--- src/rtl/zctd_pkg.sv ---
package zctd_pkg;

    // Token kinds.
    localparam logic [1:0] KIND_CHAR = 2'd0;
    localparam logic [1:0] KIND_ABBR = 2'd1;
    localparam logic [1:0] KIND_ESC  = 2'd2;

    // Tokens produced by one word at most.
    localparam int unsigned MAX_TOKENS = 3;

    // One input transaction.
    typedef struct packed {
        logic [15:0] text_word;
        logic        start_of_string;
    } t_in_item;

    // One output transaction.
    typedef struct packed {
        logic [1:0] token_kind;
        logic [9:0] token_value;
        logic       last_of_run;
    } t_out_item;

    typedef struct packed {
        logic [1:0] kind;
        logic [9:0] value;
    } t_token;

    // All tokens of one word, packed from slot 0; count is 1 to 3.
    typedef struct packed {
        logic [1:0]                 count;
        t_token [MAX_TOKENS-1:0]    tok;
    } t_group;

endpackage

--- src/rtl/zctd_front.sv ---
module zctd_front (
    input  logic              i_clk,
    input  logic              i_rst_n,
    input  logic              i_in_valid,
    input  zctd_pkg::t_in_item i_in_item,
    output logic              o_in_stall,
    input  logic              i_full,
    output logic              o_push,
    output zctd_pkg::t_group  o_group
);
    import zctd_pkg::*;

    typedef enum logic [1:0] {
        ALPHA_LOWER = 2'd0,
        ALPHA_UPPER = 2'd1,
        ALPHA_PUNCT = 2'd2
    } t_alpha;

    typedef enum logic [1:0] {
        PEND_NONE    = 2'd0,
        PEND_ABBR    = 2'd1,
        PEND_ESC_TOP = 2'd2,
        PEND_ESC_BOT = 2'd3
    } t_pend;

    localparam logic [4:0] CODE_SPACE    = 5'd0;
    localparam logic [4:0] CODE_ABBR_LO  = 5'd1;
    localparam logic [4:0] CODE_ABBR_HI  = 5'd3;
    localparam logic [4:0] CODE_SHIFT_UP = 5'd4;
    localparam logic [4:0] CODE_SHIFT_PU = 5'd5;
    localparam logic [4:0] CODE_ESCAPE   = 5'd6;
    localparam logic [4:0] TABLE_BASE    = 5'd6;
    localparam logic [7:0] ASCII_SPACE   = 8'h20;
    localparam logic [7:0] ASCII_LOWER_A = 8'h61;
    localparam logic [7:0] ASCII_UPPER_A = 8'h41;

    // Punctuation alphabet, indexed by code minus the table base.
    localparam logic [7:0] PUNCT_TAB [26] = '{
        8'h20, 8'h0A, 8'h30, 8'h31, 8'h32, 8'h33, 8'h34, 8'h35, 8'h36, 8'h37,
        8'h38, 8'h39, 8'h2E, 8'h2C, 8'h21, 8'h3F, 8'h5F, 8'h23, 8'h27, 8'h22,
        8'h2F, 8'h5C, 8'h2D, 8'h3A, 8'h28, 8'h29
    };

    t_alpha     r_alpha;
    t_pend      r_pend;
    logic [4:0] r_held;

    t_alpha     n_alpha;
    t_pend      n_pend;
    logic [4:0] n_held;
    logic [1:0] n_count;
    t_group     n_group;
    logic       accept;

    assign o_in_stall = i_full;
    assign accept     = i_in_valid && !i_full;

    // Walk the three codes of the word through the decoder state.
    always_comb begin
        logic [4:0] code;
        logic [4:0] idx;
        logic [7:0] ch;
        logic       emit;
        t_token     tok;
        n_alpha = i_in_item.start_of_string ? ALPHA_LOWER : r_alpha;
        n_pend  = i_in_item.start_of_string ? PEND_NONE   : r_pend;
        n_held  = i_in_item.start_of_string ? 5'd0        : r_held;
        n_count = 2'd0;
        n_group = '0;
        for (int i = 0; i < MAX_TOKENS; i++) begin
            code = i_in_item.text_word[14 - 5 * i -: 5];
            idx  = code - TABLE_BASE;
            emit = 1'b0;
            tok  = '0;
            ch   = '0;
            unique case (n_pend)
                PEND_ABBR: begin
                    emit   = 1'b1;
                    tok    = '{kind: KIND_ABBR,
                               value: {3'b000, n_held[1:0] - 2'd1, code}};
                    n_pend = PEND_NONE;
                end
                PEND_ESC_TOP: begin
                    n_held = code;
                    n_pend = PEND_ESC_BOT;
                end
                PEND_ESC_BOT: begin
                    emit   = 1'b1;
                    tok    = '{kind: KIND_ESC, value: {n_held, code}};
                    n_pend = PEND_NONE;
                end
                default: begin
                    if (code >= CODE_ABBR_LO && code <= CODE_ABBR_HI) begin
                        n_held = code;
                        n_pend = PEND_ABBR;
                    end else if (code == CODE_SHIFT_UP) begin
                        n_alpha = ALPHA_UPPER;
                    end else if (code == CODE_SHIFT_PU) begin
                        n_alpha = ALPHA_PUNCT;
                    end else if (code == CODE_SPACE) begin
                        emit    = 1'b1;
                        tok     = '{kind: KIND_CHAR, value: {2'b00, ASCII_SPACE}};
                        n_alpha = ALPHA_LOWER;
                    end else if (n_alpha == ALPHA_PUNCT && code == CODE_ESCAPE) begin
                        n_pend  = PEND_ESC_TOP;
                        n_alpha = ALPHA_LOWER;
                    end else begin
                        case (n_alpha)
                            ALPHA_UPPER: ch = ASCII_UPPER_A + {3'b000, idx};
                            ALPHA_PUNCT: ch = PUNCT_TAB[idx];
                            default:     ch = ASCII_LOWER_A + {3'b000, idx};
                        endcase
                        emit    = 1'b1;
                        tok     = '{kind: KIND_CHAR, value: {2'b00, ch}};
                        n_alpha = ALPHA_LOWER;
                    end
                end
            endcase
            if (emit) begin
                n_group.tok[n_count] = tok;
                n_count = n_count + 2'd1;
            end
        end
        n_group.count = n_count;
    end

    assign o_push  = accept && (n_count != 2'd0);
    assign o_group = n_group;

    // Decoder state advances once per accepted transaction.
    always_ff @(posedge i_clk) begin
        if (!i_rst_n) begin
            r_alpha <= ALPHA_LOWER;
            r_pend  <= PEND_NONE;
            r_held  <= '0;
        end else if (accept) begin
            r_alpha <= n_alpha;
            r_pend  <= n_pend;
            r_held  <= n_held;
        end
    end

endmodule

--- src/rtl/zctd_queue.sv ---
module zctd_queue (
    input  logic             i_clk,
    input  logic             i_rst_n,
    input  logic             i_push,
    input  zctd_pkg::t_group i_group,
    output logic             o_full,
    input  logic             i_pop,
    output logic             o_head_valid,
    output zctd_pkg::t_group o_head
);
    import zctd_pkg::*;

    t_group     r_mem [2];
    logic       r_wr_ptr;
    logic       r_rd_ptr;
    logic [1:0] r_count;

    assign o_full       = (r_count == 2'd2);
    assign o_head_valid = (r_count != 2'd0);
    assign o_head       = r_mem[r_rd_ptr];

    // Pointer and occupancy bookkeeping.
    always_ff @(posedge i_clk) begin
        if (!i_rst_n) begin
            r_wr_ptr <= 1'b0;
            r_rd_ptr <= 1'b0;
            r_count  <= '0;
        end else begin
            if (i_push) begin
                r_wr_ptr <= !r_wr_ptr;
            end
            if (i_pop) begin
                r_rd_ptr <= !r_rd_ptr;
            end
            case ({i_push, i_pop})
                2'b10:   r_count <= r_count + 2'd1;
                2'b01:   r_count <= r_count - 2'd1;
                default: r_count <= r_count;
            endcase
        end
    end

    // Entry storage.
    always_ff @(posedge i_clk) begin
        if (i_push) begin
            r_mem[r_wr_ptr] <= i_group;
        end
    end

endmodule

--- src/rtl/zctd_back.sv ---
module zctd_back (
    input  logic               i_clk,
    input  logic               i_rst_n,
    input  logic               i_head_valid,
    input  zctd_pkg::t_group   i_head,
    output logic               o_pop,
    output logic               o_out_valid,
    output zctd_pkg::t_out_item o_out_item,
    input  logic               i_out_stall
);
    import zctd_pkg::*;

    logic       r_out_valid;
    t_out_item  r_out_item;
    logic [1:0] r_idx;

    logic       load;
    logic       is_last;
    logic [1:0] n_idx;
    t_token     cur;

    // A token moves into the output register whenever it is free or draining.
    assign load    = i_head_valid && (!r_out_valid || !i_out_stall);
    assign is_last = (r_idx == i_head.count - 2'd1);
    assign o_pop   = load && is_last;
    assign n_idx   = is_last ? 2'd0 : r_idx + 2'd1;
    assign cur     = i_head.tok[r_idx];

    always_ff @(posedge i_clk) begin
        if (!i_rst_n) begin
            r_out_valid <= 1'b0;
            r_idx       <= '0;
        end else begin
            if (load) begin
                r_out_valid <= 1'b1;
                r_idx       <= n_idx;
            end else if (!i_out_stall) begin
                r_out_valid <= 1'b0;
            end
        end
    end

    // Output payload.
    always_ff @(posedge i_clk) begin
        if (load) begin
            r_out_item <= '{token_kind: cur.kind, token_value: cur.value,
                            last_of_run: is_last};
        end
    end

    assign o_out_valid = r_out_valid;
    assign o_out_item  = r_out_item;

endmodule

--- src/rtl/zchar_text_decoder.sv ---
// Decodes packed three-code text words into typed tokens (character, abbreviation
// number, escape value), one token per output transaction, with last_of_run marking
// the final token of each word. A word is accepted whenever the two-entry queue
// between the decoder and the output stage has room, and it reaches the output
// through the queue and the output register; words that yield no token leave no
// trace on the output. The single output register sends one token per cycle while
// the output is not stalled, and the queue keeps taking new words while earlier
// ones are still being sent, as long as it has room.
module zchar_text_decoder (
    input  logic                i_clk,
    input  logic                i_rst_n,
    input  logic                i_in_valid,
    input  zctd_pkg::t_in_item  i_in_item,
    output logic                o_in_stall,
    output logic                o_out_valid,
    output zctd_pkg::t_out_item o_out_item,
    input  logic                i_out_stall
);
    import zctd_pkg::*;

    logic   push;
    logic   full;
    logic   pop;
    logic   head_valid;
    t_group push_group;
    t_group head_group;

    zctd_front u_front (
        .i_clk      (i_clk),
        .i_rst_n    (i_rst_n),
        .i_in_valid (i_in_valid),
        .i_in_item  (i_in_item),
        .o_in_stall (o_in_stall),
        .i_full     (full),
        .o_push     (push),
        .o_group    (push_group)
    );

    zctd_queue u_queue (
        .i_clk        (i_clk),
        .i_rst_n      (i_rst_n),
        .i_push       (push),
        .i_group      (push_group),
        .o_full       (full),
        .i_pop        (pop),
        .o_head_valid (head_valid),
        .o_head       (head_group)
    );

    zctd_back u_back (
        .i_clk        (i_clk),
        .i_rst_n      (i_rst_n),
        .i_head_valid (head_valid),
        .i_head       (head_group),
        .o_pop        (pop),
        .o_out_valid  (o_out_valid),
        .o_out_item   (o_out_item),
        .i_out_stall  (i_out_stall)
    );

endmodule

--- config.mk ---
export PLATFORM = sky130hd
export DESIGN_NAME = zchar_text_decoder
export DESIGN_NICKNAME = d
export VERILOG_FILES = /design/src/rtl/zctd_pkg.sv /design/src/rtl/zctd_front.sv /design/src/rtl/zctd_queue.sv /design/src/rtl/zctd_back.sv /design/src/rtl/zchar_text_decoder.sv
export SDC_FILE = /design/constraint.sdc
export NUM_CORES = 1
export LEC_CHECK = 0
export ABC_CLOCK_PERIOD_IN_PS = 6850
export BUFFER_PORTS_ARGS = -buffer_cell sky130_fd_sc_hd__clkbuf_2
export CAP_MARGIN = 20
export CORE_MARGIN = 2
export CORE_UTILIZATION = 50
export CTS_CLUSTER_DIAMETER = 200
export DETAILED_ROUTE_END_ITERATION = 10
export GPL_ROUTABILITY_DRIVEN = 1
export PLACE_DENSITY = 0.67
export SLEW_MARGIN = 10
export SYNTH_ARGS = -nofsm -noshare
export SYNTH_HDL_FRONTEND = slang
export SYNTH_SLANG_ARGS = --single-unit
export TNS_END_PERCENT = 50
--- constraint.sdc ---
create_clock -name i_clk -period 6.85 [get_ports i_clk]
set_input_delay 0.3425 -clock i_clk [delete_from_list [all_inputs] [get_ports i_clk]]
set_output_delay 0.3425 -clock i_clk [all_outputs]
set_load 0.01 [all_outputs]
==> flow_summary.yaml, run 1 <==
power_and_ir_drop:
  p_sw_mw: 0.756
  finalPower_mw: 2.26
  p_per_area_nw_per_um2: 282
  power_frac_comb_pct: 34.3
  intPower_mw: 1.50
  vdd_drop_max_uv: 144
  pwr-share-clk_pct: 22.7
  swShare_pct: 33.4
  p_leak_nw: 2.90
  seqPwrFrac_pct: 42.9
placed_design:
  placed_area_sq_um: 7690
  place.gp.congestion: 0.942
  hpwl_um: 13600
  port_buffers: 34
timing:
  slew_violations: 0
  holdWs_ps: 274
  worstMarginPinSlew_ps: 1070
  final_hold_viol_count: 0
  fin_setup_tns_ps: 0
  rsz0062_at_grt: "false"
  max_slew_margin_pct: 27.9
  period_share_pct: 74.5
  setup_viol: 0
  fmax_mhz: 196
  period_needed_ps: 5100
  skew_ps: 9.69
clocking:
  clk_pin_slew_ps: 70
  cts_tree: "yes"
  cts_buffers: 9
  cts_buffer_depth: 2
  cts_resized: 0
  cts_setup_buffers: 0
  htree_levels: 3
  cts_hold_buf: 0
  root_buffer: "clkbuf_16"
  cts_num_sinks: 106
  clock_insertion_delay_worst_skew_ps: 340
synth:
  yosysWarningCount: 0
  synth_commonest_cells: "89 x edfxtp_1, 64 x nor2_1, 57 x nand2_1"
  synth_most_common_cell: "edfxtp_1"
  synth_top_area_share_pct: 36.0
  synth_area_sq_um: 7430
  synthMuxAreaShare_pct: 7.68
  synth_ff_type: "edfxtp_1"
  synth-adder-area-share_pct: 7.41
  ys_ff_latch: 106
  seq_area_frac_synth_pct: 40.5
  synth_area_leader_cell: "edfxtp_1"
  synth_edf_count: 89
  synthArstFlopShare_pct: 0
  synthTopCellsByArea: "edfxtp_1 36%, ha_1 7.4%, dfxtp_1 4.6%"
  synth_xor_area_share_pct: 3.27
  avgSynthCellArea_sq_um: 10.0
  synth_compound_area_share_pct: 21.2
  synth_top_family_by_area: "compound AO/OA/AOI/OAI gates"
  synth_fp_nets: 805
  syn_inst: 740
  synth.distinct_cells: 86
  post_synth_and_or_nand_nor_area_fraction_pct: 15.7
detailed_routing:
  drtAntennaViolNets: 0
  drt_pass1_iterations: 5
  drcViolationCount: 0
  drt_wl_total_um: 18800
  vias_per_cell: 6.45
  wire_per_inst_um: 20.0
  drtIter0Drc: 612
  vias: 6063
critical_path:
  arrival_ps: 5160
  critical_path_required_ps: 6900
  crit_chain: "clkbuf_2 > inv_1 > ha_1 > nor2_1 > a41o_1 > nor2_4 > nand2_2 > o41ai_1 > ha_1 > nand3_1 > and3_1 > a21oi_1 > nor2_1 > buf_4 > and2_1 > a2111oi_0 > a21oi_1"
  slowest_delay_ps: 710
  path_class: "input port to flip-flop"
  cp.depth: 17
  r2r_slack_ps: 1860
  startpoint_type: "input port"
  reg2reg_depth: 16
  cp-end-kind: "flip-flop"
  critPathMaxFanout: 19
  worst-path-buf-inv: 3
  crit_slowest_cell: "a2111oi_0"
  crit_family: "compound AO/OA/AOI/OAI gates"
global_route:
  grt_pass1_vias: 5701
  grt_max_degree: 39
  track_usage_pct: 23.7
  antenna_found_initial: 0
  gr-total-overflow: 0
  grt_pass1_wl_um: 30300
layout:
  nFillCells: 1264
  final_area_sq_um: 8020
  multi_input_area_sq_um: 4120
  syn2layout_area_growth_pct: 7.93
  layout-drive-gt1-share_pct: 13.6
  antenna_cells: 0
  regArea_sq_um: 3010
  num-nets-final: 816
floorplan:
  die_h_um: 126
  io_pins: 36
  die_w_um: 126
  rows: 44
  die-area_sq_um: 15900
  start_util_pct: 51.1
  core_area_sq_um: 14500
hold_path:
  hold_depth: 3
  min_path_type: "input port to flip-flop"
run_status:
  status: "completed"
job:
  cap_violations: 0
per-layer routing:
layer | track usage, % | share of wire (%) | up-vias
li1 | - | - | 2826
met1 | 33.2 | 44 | 2923
met2 | 36.9 | 46 | 271
met3 | 3.99 | 6.4 | 43
met4 | 9.37 | 3.7 | 0
met5 | 0 | 0 | -
cells in the final DEF, fill, tap and decap left out, drive strengths merged, types with 5 or more instances in the layout:
cell      n
edfxtp   89
nor2     66
nand2    58
o21ai    57
a21oi    50
clkbuf   46
ha       44
inv      30
nor3     26
mux2i    24
xnor2    18
dfxtp    17
nand3    15
and2     12
mux4     12
o2bb2ai  12
nand2b   12
nor2b    10
and3     10
o22ai     9
a22oi     8
xor2      8
a32oi     7
buf       6
a2111oi   6
a41oi     5
or3       5
o211ai    5
a22o      5
a211oi    5
o311ai    5
mux2      5
registers in the layout, summed over array words and instances (netlist names), 2 cells and up, named ones only:
name	flops
u_back.r_idx	2
u_back.o_out_item	13
u_queue.r_count	2
u_front.r_held	5
u_front.r_alpha	2
u_queue.r_mem	76
u_front.r_pend	2
final cells by class:
type	instances	share of cell area, %
multi-input combinational	564	51.4
sequential	106	37.6
clock buffer	12	3.60
timing repair buffer	40	2.93
tap	184	2.87
inverter	30	1.40
clock inverter	4	0.250
stage by stage:
stage          util (%)  instances  setup WS, ps
2_1_floorplan         -        740          1400
3_3_place_gp       52.9        923          1500
3_5_place_dp       52.9        923          1400
4_1_cts            55.0        939          1740
5_1_grt            55.2        940          1530
6_report           55.2        940          1750
power by group through the flow:
| stage | registers (mW) | logic [mW] | clock network (mW) |
|---|---|---|---|
| 3_5_place_dp | 0.986 | 0.760 | 0 |
| 3_3_place_gp | 0.978 | 0.745 | 0 |
| 2_1_floorplan | 0.976 | 0.548 | 0 |
| 4_1_cts | 0.973 | 0.764 | 0.518 |
| 6_report | 0.970 | 0.776 | 0.514 |
| 5_1_grt | 0.986 | 0.844 | 0.552 |
path summary, 6_finish.rpt:
check / from / end
worst max-delay path: i_in_item[12] / u_queue.r_mem[0][1]$_DFFE_PP_
worst min-delay path: i_out_stall / u_back.o_out_valid$_SDFFE_PN0P_
worst max register to register: u_front.r_alpha[1]$_SDFFE_PN0P_ / u_queue.r_mem[0][1]$_DFFE_PP_
worst min register to register: u_front.r_held[3]$_SDFFE_PN0P_ / u_front.r_held[3]$_SDFFE_PN0P_
cell families (layout without fill, tap and decap cells):
group,count (synthesis),after routing
AOI/OAI and AO/OA,221,221
xor gates and xnor gates,26,26
and+or+nand+nor,232,232
DFF,106,106
muxes,41,41
buffers and inverters,70,86
adders and majority gates,44,44
tightest hold or removal path, stage by stage:
cell	delay [ps]
clkbuf_2	80
nand2_1	80
a21oi_1	60
(Power assumes the default switching activity.)
==> inputs of run 2 (changes only) <==
--- a/config.mk
+++ b/config.mk
@@ -5,7 +5,7 @@
 export SDC_FILE = /design/constraint.sdc
 export NUM_CORES = 1
 export LEC_CHECK = 0
-export ABC_CLOCK_PERIOD_IN_PS = 6850
+export ABC_CLOCK_PERIOD_IN_PS = 4900
 export BUFFER_PORTS_ARGS = -buffer_cell sky130_fd_sc_hd__clkbuf_2
 export CAP_MARGIN = 20
 export CORE_MARGIN = 2
==> constraint.sdc (replaced) <==
create_clock -name i_clk -period 4.9 [get_ports i_clk]
set_input_delay 0.245 -clock i_clk [delete_from_list [all_inputs] [get_ports i_clk]]
set_output_delay 0.245 -clock i_clk [all_outputs]
set_load 0.01 [all_outputs]
==> run 2 against run 1 <==
  * Core utilization rose by 0.76 points
  * Highest routed layer unchanged
  * Clock skew down 3.5 ps
  * Combinational power is 43% higher
  * Via count is 0.30% higher
  * Flip-flop and latch count stayed put
  * Power rose by 41%
  * Non-clock buffer count grew 15
  * Critical endpoint is now u_queue.r_mem[1][1]$_DFFE_PP_
  * First-iteration DRC count shrank 16%
  * Sequential power is 40% higher
  * Critical path depth did not move
==> flow_summary.yaml, run 2 (synthesized netlist as in run 1, its figures left out) <==
clocking:
  htree_levels: 3
  cts_tree: "yes"
  root_buffer: "clkbuf_16"
  cts_resized: 0
  cts_buffer_depth: 2
  clock_insertion_delay_worst_skew_ps: 330
  cts_hold_buf: 0
  clk_pin_slew_ps: 60
  cts_buffers: 9
  cts_setup_buffers: 0
  cts_num_sinks: 106
critical_path:
  r2r_slack_ps: 520
  crit_family: "compound AO/OA/AOI/OAI gates"
  slowest_delay_ps: 620
  crit-reg2reg-capture: "u_queue.r_mem[1][1]$_DFFE_PP_"
  arrival_ps: 4420
  path_class: "flip-flop to flip-flop"
  critPathMaxFanout: 7
  reg2reg_from: "u_front.r_alpha[1]$_SDFFE_PN0P_"
  critical_path_required_ps: 4940
  crit_slowest_cell: "a2111oi_0"
  reg2reg_depth: 17
  worst-path-buf-inv: 2
  startpoint_type: "flip-flop"
  crit_chain: "nor2b_1 > ha_1 > and2_1 > a41o_1 > nor2_4 > nand2_2 > o41ai_1 > buf_4 > ha_1 > nand3_1 > and3_1 > a21oi_1 > nor2_1 > and2_1 > buf_4 > a2111oi_0 > a21oi_1"
  cp-end-kind: "flip-flop"
power_and_ir_drop:
  p_per_area_nw_per_um2: 393
  swShare_pct: 32.7
  pwr-share-clk_pct: 22.8
  power_frac_comb_pct: 34.7
  intPower_mw: 2.15
  seqPwrFrac_pct: 42.5
  p_leak_nw: 2.96
  vdd_drop_max_uv: 189
  p_sw_mw: 1.04
layout:
  layout-drive-gt1-share_pct: 14.8
  syn2layout_area_growth_pct: 9.41
  layout_commonest_cell: "edfxtp_1"
  nFillCells: 1260
  stdcell_count: 954
  top_register: "u_queue.r_mem"
  final_cell_mix: "89 x edfxtp_1, 62 x nor2_1, 57 x nand2_1, 54 x o21ai_0, 48 x a21oi_1"
  largest_register_ffs: 76
  num-nets-final: 831
  antenna_cells: 0
run_status:
  status: "completed"
floorplan:
  die_h_um: 126
  core_area_sq_um: 14500
  io_pins: 36
  rows: 44
  start_util_pct: 51.1
  die_w_um: 126
  die-area_sq_um: 15900
timing:
  rsz0062_at_grt: "false"
  skew_ps: 6.23
  worstMarginPinSlew_ps: 1070
  setup_viol: 0
  final_hold_viol_count: 0
  holdWs_ps: 173
  max_slew_margin_pct: 28.6
  finalWorstSetupSlack_ps: 517
  fin_setup_tns_ps: 0
  period_share_pct: 89.4
  fmax_mhz: 228
  slew_violations: 0
  period_needed_ps: 4380
detailed_routing:
  drtAntennaViolNets: 0
  drcViolationCount: 0
  drt_wl_total_um: 19000
  vias_per_cell: 6.37
  dr_wl_met2_um: 9230
  top_layer: "met4"
  wl_met3_um: 1090
  wl_met1_um: 8210
  vias: 6081
  drtIter0Drc: 516
  wire_per_inst_um: 20.0
  drt_pass1_iterations: 5
placed_design:
  place_ws_ps: 423
  dp.cells: 938
  hpwl_um: 14100
  port_buffers: 34
  place.gp.congestion: 0.975
global_route:
  grt_max_degree: 39
  grt_pass1_vias: 5869
  track_usage_pct: 24.2
  gr-total-overflow: 0
  grt_pass1_wl_um: 31000
  antenna_found_initial: 0
job:
  cap_violations: 0
hold_path:
  hold_depth: 3
  min_path_type: "input port to flip-flop"
  hp-start: "i_out_stall"
  whs_endpoint: "u_back.o_out_valid$_SDFFE_PN0P_"
run 2: changes by cell type in the layout (fill, tap and decap cells not counted), sizes merged:
cell    previous run  this run
clkbuf            46        47
clkinv             4         1
bufinv             0         2
buf                6        20
run 2: final cells by class:
type	count	area [sq um]	share of cell area, %
clock buffers	12	236	2.91
clock inverters	3	65.1	0.800
inverters	30	113	1.38
multi-input cells	564	4120	50.7
flip-flops and latches	106	3010	37.0
well taps	184	230	2.83
repair buffers	55	353	4.34
run 2: per-layer routing:
metal  vias to the layer above  GRT usage, %
met5                         -             0
met4                         0          8.02
met3                        45          2.93
met2                       242          40.9
met1                      2939          32.7
li1                       2855             -
run 2: power groups by stage:
stage	clock network, mW	registers [mW]	logic (mW)
6_report	0.728	1.36	1.11
5_1_grt	0.778	1.38	1.21
4_1_cts	0.742	1.36	1.10
3_5_place_dp	0	1.38	1.10
3_3_place_gp	0	1.37	1.07
2_1_floorplan	0	1.36	0.766
run 2: how the worst max path moves through the flow:
stage                                                from                               to  slack (ps)  cells after the start
after floorplan                             i_in_item[11]    u_queue.r_mem[0][0]$_DFFE_PP_        -450                     18
after global placement                      i_in_item[12]  u_queue.r_count[1]$_SDFFE_PN0P_         540                     19
after detailed placement                    i_in_item[12]  u_queue.r_count[1]$_SDFFE_PN0P_         420                     19
after CTS                 u_front.r_alpha[1]$_SDFFE_PN0P_    u_queue.r_mem[0][5]$_DFFE_PP_         680                     17
after global routing      u_front.r_alpha[1]$_SDFFE_PN0P_    u_queue.r_mem[0][1]$_DFFE_PP_         330                     17
final                     u_front.r_alpha[1]$_SDFFE_PN0P_    u_queue.r_mem[1][1]$_DFFE_PP_         520                     17
run 2: worst min-delay path, cell delays in order:
cell	delay, ps
clkbuf_2	80
nand2_1	70
a21oi_1	60
run 2: per-stage QoR:
step	area, sq um	power, mW	utilization (%)
6_report	8130	3.19	56.0
5_1_grt	8130	3.36	56.0
4_1_cts	8130	3.20	55.9
3_5_place_dp	7820	2.47	53.8
3_3_place_gp	7820	2.43	53.8
2_1_floorplan	7430	2.13	-
==> inputs of run 3 (changes only) <==
--- a/config.mk
+++ b/config.mk
@@ -6,7 +6,7 @@
 export NUM_CORES = 1
 export LEC_CHECK = 0
 export ABC_CLOCK_PERIOD_IN_PS = 4900
-export BUFFER_PORTS_ARGS = -buffer_cell sky130_fd_sc_hd__clkbuf_2
+export BUFFER_PORTS_ARGS = -buffer_cell sky130_fd_sc_hd__buf_2
 export CAP_MARGIN = 20
 export CORE_MARGIN = 2
 export CORE_UTILIZATION = 50
==> run 3 against run 2 <==
  * Worst hold slack is essentially flat
  * Final area grew 0.15%
  * Global-route usage shrank 0.44 points
  * Largest power group unchanged
==> flow_summary.yaml, run 3 (synthesized netlist as in run 1, its figures left out) <==
timing:
  worstMarginPinSlew_ps: 1050
  final_hold_viol_count: 0
  period_needed_ps: 4200
  skew_ps: 9.75
  slew_violations: 0
  setup_viol: 0
  max_slew_margin_pct: 29.3
  rsz0062_at_grt: "false"
  fmax_mhz: 238
  period_share_pct: 85.7
power_and_ir_drop:
  vdd_drop_max_uv: 182
  finalPower_mw: 3.18
  p_per_area_nw_per_um2: 391
  p_leak_nw: 2.97
global_route:
  grt_pass1_wl_um: 30100
  grt_max_degree: 39
  track_usage_pct: 23.8
  antenna_found_initial: 0
  grt_pass1_vias: 5696
  gr-total-overflow: 0
detailed_routing:
  drt_wl_total_um: 19200
  drtIter0Drc: 656
  drtAntennaViolNets: 0
  drt_pass1_iterations: 6
  drcViolationCount: 0
  vias_per_cell: 6.45
  vias: 6171
  wire_per_inst_um: 20.0
layout:
  antenna_cells: 0
  top_register: "u_queue.r_mem"
  layout_commonest_cell: "edfxtp_1"
  multi_input_area_sq_um: 4120
  largest_register_ffs: 76
  regArea_sq_um: 3010
  nFillCells: 1253
  layout-drive-gt1-share_pct: 15.3
  stdcell_count: 957
  num-nets-final: 833
  final_cell_mix: "89 x edfxtp_1, 62 x nor2_1, 57 x nand2_1, 54 x o21ai_0, 48 x a21oi_1"
  syn2layout_area_growth_pct: 9.58
clocking:
  htree_levels: 3
  cts_tree: "yes"
  cts_buffers: 9
  clock_insertion_delay_worst_skew_ps: 340
  cts_buffer_depth: 2
  cts_num_sinks: 106
  cts_setup_buffers: 0
  cts_hold_buf: 0
  cts_resized: 0
  clk_pin_slew_ps: 70
  root_buffer: "clkbuf_16"
critical_path:
  path_class: "flip-flop to flip-flop"
  critPathMaxFanout: 7
  crit_chain: "nand2_1 > ha_1 > and2_1 > a41o_1 > nor2_4 > nand2_2 > o41ai_1 > buf_4 > ha_1 > nand3_1 > and3_1 > a21oi_1 > nor2_1 > and2_1 > buf_4 > a311oi_1 > a32oi_1"
  slowest_delay_ps: 390
  arrival_ps: 4260
  critical_path_required_ps: 4950
  crit_end: "u_queue.r_mem[0][5]$_DFFE_PP_"
  reg2reg_depth: 17
  crit_slowest_cell: "a311oi_1"
  crit_start: "u_front.r_alpha[0]$_SDFFE_PN0P_"
  cp-end-kind: "flip-flop"
  startpoint_type: "flip-flop"
  crit-reg2reg-capture: "u_queue.r_mem[0][5]$_DFFE_PP_"
  reg2reg_from: "u_front.r_alpha[0]$_SDFFE_PN0P_"
  r2r_slack_ps: 700
placed_design:
  place.gp.congestion: 0.947
  port_buffers: 34
  hpwl_um: 14100
  dp.cells: 941
floorplan:
  die_w_um: 126
  io_pins: 36
  core_area_sq_um: 14500
  die_h_um: 126
  start_util_pct: 51.1
  die-area_sq_um: 15900
  rows: 44
hold_path:
  min_path_type: "input port to flip-flop"
job:
  cap_violations: 0
run_status:
  status: "completed"
run 3: changes by cell type in the layout (fill, tap and decap cells not counted), sizes merged:
| cell | previous run | this run |
|---|---|---|
| buf | 20 | 57 |
| clkbuf | 47 | 12 |
| clkinv | 1 | 3 |
| bufinv | 2 | 1 |
run 3: worst min-delay path by stage:
stage | startpoint | to | cells past startpoint
finish | i_out_stall | u_back.o_out_valid$_SDFFE_PN0P_ | 3
global route | i_out_stall | u_back.o_out_valid$_SDFFE_PN0P_ | 3
global placement | u_back.o_out_valid$_SDFFE_PN0P_ | u_back.o_out_valid$_SDFFE_PN0P_ | 2
CTS | i_out_stall | u_back.o_out_valid$_SDFFE_PN0P_ | 3
detailed placement | u_front.r_held[3]$_SDFFE_PN0P_ | u_front.r_held[3]$_SDFFE_PN0P_ | 2
floorplan | i_rst_n | u_front.r_pend[1]$_SDFFE_PN0P_ | 2
run 3: per-layer routing:
layer  global-route usage, %  part of all wire [%]  up-vias
met2                    38.7                    47      264
met4                    8.73                   3.0        0
met3                    3.14                   5.6       43
li1                        -                     -     2870
met5                       0                     0        -
met1                    32.9                    44     2994
run 3: per-stage QoR:
stage          instance area [sq um]  utilization, %  hold slack [ps]  setup WS (ps)  TNS, ps
2_1_floorplan                   7430               -              381           -450   -34180
3_3_place_gp                    7850            54.0              461            505        0
3_5_place_dp                    7850            54.0              475            413        0
4_1_cts                         8150            56.0              162            738        0
5_1_grt                         8150            56.0              181            441        0
6_report                        8150            56.0              173            699        0
run 3: layout make-up:
type / instances / area share, %
Timing Repair Buffer: 57 / 4.52
Multi-Input combinational cell: 564 / 50.6
Clock buffer: 12 / 3.03
Clock inverter: 4 / 0.645
Inverter: 30 / 1.38
Tap cell: 184 / 2.83
Sequential cell: 106 / 37.0
run 3: critical path, delay by kind of cell, from the launching register on:
| family | cells | cell delay [ps] |
|---|---|---|
| flip-flops | 1 | 340 |
| adder cells (fa/ha/maj) | 2 | 490 |
| AO/OA/AOI/OAI | 5 | 1280 |
| buffers and inverters | 2 | 360 |
| AND/OR/NAND/NOR | 8 | 1430 |
run 3: power by group:
| part | leakage, nW | switching, mW | total, mW | internal [mW] |
|---|---|---|---|---|
| combinational | 1.84 | 0.672 | 1.12 | 0.447 |
| sequential | 0.984 | 0.0882 | 1.35 | 1.26 |
| clock | 0.147 | 0.305 | 0.717 | 0.411 |
